## config.mk

```make
export PLATFORM = sky130hd
export DESIGN_NAME = grid_path_reachability_core
export DESIGN_NICKNAME = d
export VERILOG_FILES = /design/src/gpr_pkg.sv /design/src/grid_path_reachability_core.sv
export SDC_FILE = /design/constraint.sdc
export NUM_CORES = 2
export LEC_CHECK = 0
export BUFFER_PORTS_ARGS = -buffer_cell sky130_fd_sc_hd__buf_2
export CAP_MARGIN = 10
export CORE_ASPECT_RATIO = 2
export CORE_MARGIN = 2
export CORE_UTILIZATION = 55
export CTS_CLUSTER_SIZE = 24
export DETAILED_ROUTE_END_ITERATION = 7
export GPL_TIMING_DRIVEN = 0
export PLACE_DENSITY = 0.73
export SYNTH_ARGS = -nofsm -noshare
export SYNTH_HDL_FRONTEND = slang
export SYNTH_MEMORY_MAX_BITS = 65536
export SYNTH_SLANG_ARGS = --single-unit
export TNS_END_PERCENT = 10
```

## constraint.sdc

```tcl
create_clock -name clk -period 5 [get_ports clk]
set_input_delay 1 -clock clk [delete_from_list [all_inputs] [get_ports clk]]
set_output_delay 1 -clock clk [all_outputs]
set_load 0.01 [all_outputs]
```

## src/gpr_pkg.sv

```systemverilog
package gpr_pkg;

    // Sequencer states of the search engine.
    typedef enum logic [2:0] {
        ST_LOAD,
        ST_INIT,
        ST_CHECK,
        ST_NREAD,
        ST_NEVAL,
        ST_POP,
        ST_POPW
    } state_t;

    // Neighbor directions, visited in this order.
    typedef enum logic [1:0] {
        DIR_UP    = 2'd0,
        DIR_DOWN  = 2'd1,
        DIR_LEFT  = 2'd2,
        DIR_RIGHT = 2'd3
    } dir_t;

    // Register indexes on the configuration port (byte address bit 2).
    localparam logic REG_ROWS = 1'b0;
    localparam logic REG_COLS = 1'b1;

    // Width used for comparing grid coordinates against sizes (sizes are at most 31).
    localparam int SIZE_CMP_W = 7;

endpackage

```

## src/grid_path_reachability_core.sv

```systemverilog
// Grid path reachability core.
//
// Configuration: an APB-style port holds two registers, rows at byte address 0 and cols at
// byte address 4. A written value of 0 is stored as 1, and a value above the parameter
// maximum is stored as that maximum; a read returns the stored value. Any write restarts
// loading at the first cell. pready is always high.
//
// Input: one cell per beat in row-major order, taken at a rising edge with start high and
// busy low, one cell per cycle. The beat that carries the last cell of the grid starts a
// depth-first search from the top-left corner, and busy stays high until the search ends.
// Output: one result beat per loaded grid, path_found qualified by done for one cycle. The
// receiver cannot stall; busy drops in the cycle that done is shown.
//
// From the last cell to the result beat: the start cell is entered, then each cell gets a
// goal check and a visit of its neighbors in order, an out-of-range one skipped in ST_NREAD
// and an in-range one read there and judged in ST_NEVAL, as each memory has a single read
// port; the next cell comes from a stack pop (ST_POP, then ST_POPW). A found path stops at
// the goal's check. Visited marks are cleared as cells load, so no clearing pass is needed.
// Reset leaves rows and cols at 1 and the block in the load phase.
module grid_path_reachability_core
    import gpr_pkg::*;
#(
    parameter int MAX_ROWS = 16,
    parameter int MAX_COLS = 16
) (
    input  logic        clk,
    input  logic        rst_n,
    input  logic        start,
    output logic        busy,
    input  logic        cell_open,
    output logic        done,
    output logic        path_found,
    input  logic        psel,
    input  logic        penable,
    input  logic        pwrite,
    input  logic [2:0]  paddr,
    input  logic [31:0] pwdata,
    output logic [31:0] prdata,
    output logic        pready
);

    localparam int CELL_CAP = MAX_ROWS * MAX_COLS;
    localparam int IDX_W    = (CELL_CAP > 1) ? $clog2(CELL_CAP) : 1;
    localparam int ROW_W    = (MAX_ROWS > 1) ? $clog2(MAX_ROWS) : 1;
    localparam int COL_W    = (MAX_COLS > 1) ? $clog2(MAX_COLS) : 1;
    localparam int SP_W     = IDX_W + 1;

    typedef struct packed {
        logic [ROW_W-1:0] r;
        logic [COL_W-1:0] c;
        logic [IDX_W-1:0] idx;
    } cell_pos_t;

    function automatic logic [4:0] clamp_size(input logic [4:0] v, input int max_size);
        logic [SIZE_CMP_W-1:0] m;
        m = SIZE_CMP_W'(max_size);
        if (v == 5'd0) begin
            return 5'd1;
        end
        if (SIZE_CMP_W'(v) > m) begin
            return m[4:0];
        end
        return v;
    endfunction

    // Memories.
    logic            grid_mem [CELL_CAP];
    logic            vis_mem  [CELL_CAP];
    cell_pos_t       stk_mem  [CELL_CAP];

    // Control registers.
    state_t          state_reg, state_next;
    logic [4:0]      rows_reg, rows_next;
    logic [4:0]      cols_reg, cols_next;
    logic [ROW_W-1:0] load_r_reg, load_r_next;
    logic [COL_W-1:0] load_c_reg, load_c_next;
    logic [IDX_W-1:0] load_idx_reg, load_idx_next;
    logic [SP_W-1:0] sp_reg, sp_next;
    dir_t            dir_reg, dir_next;
    logic            done_reg, done_next;
    logic            found_reg, found_next;

    // Payload registers.
    cell_pos_t       cur_reg, cur_next;
    cell_pos_t       nb_reg, nb_next;
    logic            grid_rd_reg;
    logic            vis_rd_reg;
    cell_pos_t       stk_rd_reg;

    // Memory port controls.
    logic            grid_we;
    logic            vis_we;
    logic [IDX_W-1:0] vis_waddr;
    logic            vis_wdata;
    logic            stk_we;
    logic [IDX_W-1:0] stk_raddr;

    // Neighbor candidate.
    cell_pos_t       nb_cand;
    logic            nb_ok;

    logic            cfg_wr;
    logic            load_last;
    logic            at_goal;
    logic [SP_W-1:0] sp_dec;

    assign pready = 1'b1;
    assign busy   = (state_reg != ST_LOAD);
    assign done   = done_reg;
    assign path_found = found_reg;
    assign prdata = (paddr[2] == REG_COLS) ? {27'd0, cols_reg} : {27'd0, rows_reg};

    assign cfg_wr = psel & penable & pwrite & pready;
    assign sp_dec = sp_reg - SP_W'(1);

    assign load_last = (SIZE_CMP_W'(load_r_reg) == SIZE_CMP_W'(rows_reg) - SIZE_CMP_W'(1))
                    && (SIZE_CMP_W'(load_c_reg) == SIZE_CMP_W'(cols_reg) - SIZE_CMP_W'(1));
    assign at_goal   = (SIZE_CMP_W'(cur_reg.r) == SIZE_CMP_W'(rows_reg) - SIZE_CMP_W'(1))
                    && (SIZE_CMP_W'(cur_reg.c) == SIZE_CMP_W'(cols_reg) - SIZE_CMP_W'(1));

    // The neighbor in the current direction; indexes move by one row or one column.
    always_comb
    begin
        nb_cand = cur_reg;
        nb_ok   = 1'b0;
        unique case (dir_reg)
            DIR_UP:
            begin
                nb_ok       = (cur_reg.r != '0);
                nb_cand.r   = cur_reg.r - ROW_W'(1);
                nb_cand.idx = cur_reg.idx - IDX_W'(cols_reg);
            end
            DIR_DOWN:
            begin
                nb_ok       = (SIZE_CMP_W'(cur_reg.r) + SIZE_CMP_W'(1)) < SIZE_CMP_W'(rows_reg);
                nb_cand.r   = cur_reg.r + ROW_W'(1);
                nb_cand.idx = cur_reg.idx + IDX_W'(cols_reg);
            end
            DIR_LEFT:
            begin
                nb_ok       = (cur_reg.c != '0);
                nb_cand.c   = cur_reg.c - COL_W'(1);
                nb_cand.idx = cur_reg.idx - IDX_W'(1);
            end
            DIR_RIGHT:
            begin
                nb_ok       = (SIZE_CMP_W'(cur_reg.c) + SIZE_CMP_W'(1)) < SIZE_CMP_W'(cols_reg);
                nb_cand.c   = cur_reg.c + COL_W'(1);
                nb_cand.idx = cur_reg.idx + IDX_W'(1);
            end
            default:
            begin
                nb_ok = 1'b0;
            end
        endcase
    end

    // Sequencer: next state, register updates and memory port controls.
    always_comb
    begin
        state_next    = state_reg;
        rows_next     = rows_reg;
        cols_next     = cols_reg;
        load_r_next   = load_r_reg;
        load_c_next   = load_c_reg;
        load_idx_next = load_idx_reg;
        sp_next       = sp_reg;
        dir_next      = dir_reg;
        done_next     = 1'b0;
        found_next    = found_reg;
        cur_next      = cur_reg;
        nb_next       = nb_reg;
        grid_we       = 1'b0;
        vis_we        = 1'b0;
        vis_waddr     = load_idx_reg;
        vis_wdata     = 1'b0;
        stk_we        = 1'b0;
        stk_raddr     = sp_dec[IDX_W-1:0];

        unique case (state_reg)
            ST_LOAD:
            begin
                if (start)
                begin
                    // Store the cell and clear its visited mark for the coming search.
                    grid_we = 1'b1;
                    vis_we  = 1'b1;
                    if (load_last)
                    begin
                        load_r_next   = '0;
                        load_c_next   = '0;
                        load_idx_next = '0;
                        state_next    = ST_INIT;
                    end
                    else
                    begin
                        load_idx_next = load_idx_reg + IDX_W'(1);
                        if (SIZE_CMP_W'(load_c_reg) == SIZE_CMP_W'(cols_reg) - SIZE_CMP_W'(1))
                        begin
                            load_c_next = '0;
                            load_r_next = load_r_reg + ROW_W'(1);
                        end
                        else
                        begin
                            load_c_next = load_c_reg + COL_W'(1);
                        end
                    end
                end
            end
            ST_INIT:
            begin
                // The start cell counts as open and is entered without a stack trip.
                vis_we     = 1'b1;
                vis_waddr  = '0;
                vis_wdata  = 1'b1;
                cur_next   = '0;
                sp_next    = '0;
                state_next = ST_CHECK;
            end
            ST_CHECK:
            begin
                if (at_goal)
                begin
                    done_next  = 1'b1;
                    found_next = 1'b1;
                    state_next = ST_LOAD;
                end
                else
                begin
                    dir_next   = DIR_UP;
                    state_next = ST_NREAD;
                end
            end
            ST_NREAD:
            begin
                if (nb_ok)
                begin
                    nb_next    = nb_cand;
                    state_next = ST_NEVAL;
                end
                else if (dir_reg == DIR_RIGHT)
                begin
                    state_next = ST_POP;
                end
                else
                begin
                    dir_next = dir_t'(dir_reg + 2'd1);
                end
            end
            ST_NEVAL:
            begin
                if (grid_rd_reg && !vis_rd_reg)
                begin
                    vis_we    = 1'b1;
                    vis_waddr = nb_reg.idx;
                    vis_wdata = 1'b1;
                    if (sp_reg < SP_W'(CELL_CAP))
                    begin
                        stk_we  = 1'b1;
                        sp_next = sp_reg + SP_W'(1);
                    end
                end
                if (dir_reg == DIR_RIGHT)
                begin
                    state_next = ST_POP;
                end
                else
                begin
                    dir_next   = dir_t'(dir_reg + 2'd1);
                    state_next = ST_NREAD;
                end
            end
            ST_POP:
            begin
                if (sp_reg == '0)
                begin
                    done_next  = 1'b1;
                    found_next = 1'b0;
                    state_next = ST_LOAD;
                end
                else
                begin
                    sp_next    = sp_dec;
                    state_next = ST_POPW;
                end
            end
            ST_POPW:
            begin
                cur_next   = stk_rd_reg;
                state_next = ST_CHECK;
            end
            default:
            begin
                state_next = ST_LOAD;
            end
        endcase

        // Register writes must come only while idle (not enforced); each restarts loading.
        if (cfg_wr)
        begin
            load_r_next   = '0;
            load_c_next   = '0;
            load_idx_next = '0;
            if (paddr[2] == REG_COLS)
            begin
                cols_next = clamp_size(pwdata[4:0], MAX_COLS);
            end
            else
            begin
                rows_next = clamp_size(pwdata[4:0], MAX_ROWS);
            end
        end
    end

    always_ff @(posedge clk or negedge rst_n)
    begin
        if (!rst_n)
        begin
            state_reg    <= ST_LOAD;
            rows_reg     <= 5'd1;
            cols_reg     <= 5'd1;
            load_r_reg   <= '0;
            load_c_reg   <= '0;
            load_idx_reg <= '0;
            sp_reg       <= '0;
            dir_reg      <= DIR_UP;
            done_reg     <= 1'b0;
            found_reg    <= 1'b0;
        end
        else
        begin
            state_reg    <= state_next;
            rows_reg     <= rows_next;
            cols_reg     <= cols_next;
            load_r_reg   <= load_r_next;
            load_c_reg   <= load_c_next;
            load_idx_reg <= load_idx_next;
            sp_reg       <= sp_next;
            dir_reg      <= dir_next;
            done_reg     <= done_next;
            found_reg    <= found_next;
        end
    end

    always_ff @(posedge clk)
    begin
        cur_reg <= cur_next;
        nb_reg  <= nb_next;
    end

    // Grid and visited memories share the neighbor read address.
    always_ff @(posedge clk)
    begin
        if (grid_we)
        begin
            grid_mem[load_idx_reg] <= cell_open;
        end
        grid_rd_reg <= grid_mem[nb_cand.idx];
    end

    always_ff @(posedge clk)
    begin
        if (vis_we)
        begin
            vis_mem[vis_waddr] <= vis_wdata;
        end
        vis_rd_reg <= vis_mem[nb_cand.idx];
    end

    always_ff @(posedge clk)
    begin
        if (stk_we)
        begin
            stk_mem[sp_reg[IDX_W-1:0]] <= nb_reg;
        end
        stk_rd_reg <= stk_mem[stk_raddr];
    end

endmodule

```

==> results.md <==
* Total Routing Usage GR at 32.37%
* CTS root buf: clkbuf_16
* Worst-Skew Late Latency at 0.99 ns
* Dpl cell area at 198,400 µm²
* Post-layout nets at 9,217
* Clk slew on worst S/H paths at 0.07 ns
* Register-to-Register Setup Slack at -0.32 ns
* Synthesized instance count at 8,290
* CORE AREA at 333,300 µm²
* CTS Buf Count at 386
* Number of flops mapped to enable cells by yosys at 4,640
* CP Launch Type: flip-flop
* GPL Wtd Cong at 1.015
* Critical Path Fanout Max at 19
* Netlist Area Pre-Place at 184,000 µm²
* Clock skew at 0.07166 ns
* ANT nets after route at 0
* Initial Utilization at 55.19%
* Fmax at 0.1881 GHz
* Clock Path Buffers at 4
* Failing checks: setup timing
* Outcome: complete, but fails checks
* Sink Count at 4,700
* H-Tree Depth at 5
* Yosys reg bits at 4,700
* First-pass GRT wire length at 751.9 mm
* Max_cap viols at 0
* Final Max Slew Viols at 0
* Largest net degree at the start of global routing at 157
* Crit. End Element: flip-flop
* Data arrival time of the worst path at 6.17 ns
* Compound-Gate Fraction of Synth Area at 1.343%
* Async set-reset flop share out of synthesis at 0.8936%
* IO Pins at 78
* Sequential fraction of the synthesis area at 76.51%
* Setup Viol. Count Final at 64
* Largest family of logic cells by synthesized area: multiplexers
* Initial antenna violation count at 19
* Vias at 93,090
* Slew of the pin with the lowest slew margin at 1.382 ns
* Die area at 339,400 µm²
* Final period utilization at 106.3%
* Multiplexer area fraction after synthesis at 17.65%
* LEAKAGE at 65.30 nW
* Worst r2r dst: stk_rd_reg[11]
* Vias per inst at 6.729
* Area Overhead vs Synth at 15.31%
* Final core occ at 63.64%
* Worst R2R Start: sp_reg[0]
* Ratio of cells with drive above 1 in the final layout at 33.07%
* Worst r2r path cells at 13
* Max FFs per register at 4,096
* Yosys cell types at 69
* YS warnings at 0
* Post-synthesis simple-gate area fraction at 2.600%
* Hpwl dp at 382.3 mm
* Number of DRC markers in iteration 0 at 11,990
* # DRC at 0
* Synth Area in Adders at 0.3183%
* Total Power at 130.1 mW
* XOR/XNOR Fraction of Synth Area at 0.2190%
* Crit Path Category: reg -> reg
* RSZ-0062 raised after global routing: yes
* Design area at 212,100 µm²
* Worst EP required at 5.86 ns
* DRT Wirelength at 544.6 mm
* CTS tree: yes
* Grt ovf at 0
* Port bufs at 20
* Synth Flop Type: edfxtp_1
* Final worst slack at -0.3155 ns
* # rows at 300
* CTS Hold Buffers Added at 0
* Hold Fails Final Rpt at 0
* Vias in the first global route at 96,890
* PwrDens at 613.3 nW/µm²
* Setup Buffers After CTS at 0
* Die extent in x at 412.9 µm
* Die height at 821.9 µm
* Relative slew slack at 7.867%
* First-pass detailed-route iteration total at 7
* Fin crit period at 5.316 ns
* Avg Inst Size Synth at 22.19 µm²
* Hold Path Class: in -> async
* Routed wire per std cell at 39.37 µm
* Worst VDD drop at 707.5 µV
area by class of cell:
type                            instances  area (µm²)
Sequential cell                      4700      140700
Fill cell                           21160      121200
Multi-Input combinational cell       3074       42170
Clock buffer                          464       10070
Timing Repair Buffer                  427        8140
Tap cell                             4379        5479
Buffer                                505        2803
Clock inverter                        238        2551
Inverter                               36       140.1
Antenna cell                           10       25.02
synthesized netlist by cell type, types with 17 or more instances:
| library cell | number | area (µm²) |
|---|---|---|
| a22o_1 | 35 | 306.5 |
| dfrtp_1 | 40 | 1001 |
| nor2b_1 | 24 | 150.1 |
| a22oi_1 | 96 | 720.7 |
| nor2_1 | 822 | 3085 |
| xor2_1 | 17 | 148.9 |
| clkbuf_1 | 310 | 1164 |
| ha_1 | 42 | 525.5 |
| edfxtp_1 | 4640 | 139300 |
| and2_1 | 20 | 125.1 |
| dfxtp_1 | 18 | 360.4 |
| buf_2 | 117 | 585.6 |
| nor3_1 | 21 | 105.1 |
| a221oi_1 | 33 | 289.0 |
| inv_1 | 35 | 131.4 |
| buf_4 | 46 | 345.3 |
| a21oi_1 | 32 | 160.2 |
| xnor2_1 | 29 | 254.0 |
| o21ai_0 | 60 | 300.3 |
| nand2_1 | 168 | 630.6 |
| nand3_1 | 48 | 240.2 |
| buf_6 | 17 | 191.4 |
| mux4_2 | 1440 | 32430 |
power breakdown:
| group | total, mW | internal [mW] | switching, mW |
|---|---|---|---|
| registers | 48.0 | 47.4 | 0.552 |
| logic | 51.1 | 18.4 | 32.7 |
| clock network | 31.0 | 16.8 | 14.2 |
| total | 130 | 82.7 | 47.4 |
per-stage QoR:
stage | hold WS (ns) | worst slack (ns) | cells | TNS (ns)
6_report | 0.2688 | -0.3155 | 13830 | -3.364
4_1_cts | 0.2384 | -0.2796 | 13820 | -44.98
5_1_grt | 0.2937 | -0.2061 | 13830 | -1.845
3_3_place_gp | 0.4874 | -5.858 | 12720 | -
2_1_floorplan | 0.4584 | -0.06030 | 8316 | -0.9640
3_5_place_dp | 0.4928 | -2.730 | 13120 | -1151.20
worst max path at each step:
stage | start | endpoint | slack, ns | cells after the start
global placement | nb_reg[4] | vis_mem[47] | -5.86 | 4
CTS | state_reg[1] | stk_mem[116][15] | -0.28 | 8
detailed placement | sp_reg[0] | stk_rd_reg[1] | -2.73 | 14
finish | sp_reg[0] | stk_rd_reg[11] | -0.32 | 13
floorplan | nb_reg[1] | vis_mem[123] | -0.06 | 6
global route | dir_reg[0] | grid_rd_reg | -0.21 | 15
logic make-up after synthesis:
logic type                 count (synthesis)
adders and majority gates                 45
other                                      2
AOI/OAI and AO/OA                        345
buffers and inverters                    542
DFF                                     4700
xor gates and xnor gates                  46
and+or+nand+nor                         1166
muxes                                   1444
cell usage in the layout, fill, tap and decap left out, types with 42 or more instances in the layout:
| cell type | count |
|---|---|
| buf_16 | 151 |
| nor2_2 | 221 |
| edfxtp_1 | 4640 |
| nor2_1 | 568 |
| a22oi_1 | 72 |
| clkbuf_2 | 100 |
| clkbuf_1 | 235 |
| clkbuf_16 | 390 |
| clkinv_1 | 65 |
| bufinv_16 | 46 |
| buf_8 | 209 |
| ha_1 | 42 |
| nand2_1 | 168 |
| clkinv_2 | 73 |
| o21ai_0 | 60 |
| clkbuf_4 | 48 |
| buf_4 | 74 |
| mux4_2 | 1440 |
| buf_2 | 119 |
critical path, cell delays in order, from the launching register on:
cell,delay [ns]
dfrtp_1,0.40
buf_2,0.27
buf_8,0.27
buf_6,0.24
inv_1,0.12
ha_1,0.29
nand2_1,0.27
xnor2_1,0.16
nor2_2,1.02
clkbuf_1,1.07
a22oi_2,0.61
nand2_1,0.20
a22oi_1,0.09
o221ai_1,0.14
layer usage:
layer / wire (µm) / vias up / GRT usage, %
met2: 280800 / 6080 / 55.68
li1: - / 36350 / -
met1: 150600 / 48750 / 31.39
met4: 70470 / 8 / 32.65
met3: 42580 / 1899 / 6.355
met5: 49 / - / 0
repair_timing:
| item | 4_1_cts | 5_1_grt |
|---|---|---|
| setup endpoints to repair | 3189 | 1887 |
| pin swaps | 3 | 1 |
| gates resized for setup | 305 | 65 |
| hold endpoints to repair | 0 | 0 |
No activity file was read; power rests on OpenSTA's default activity.
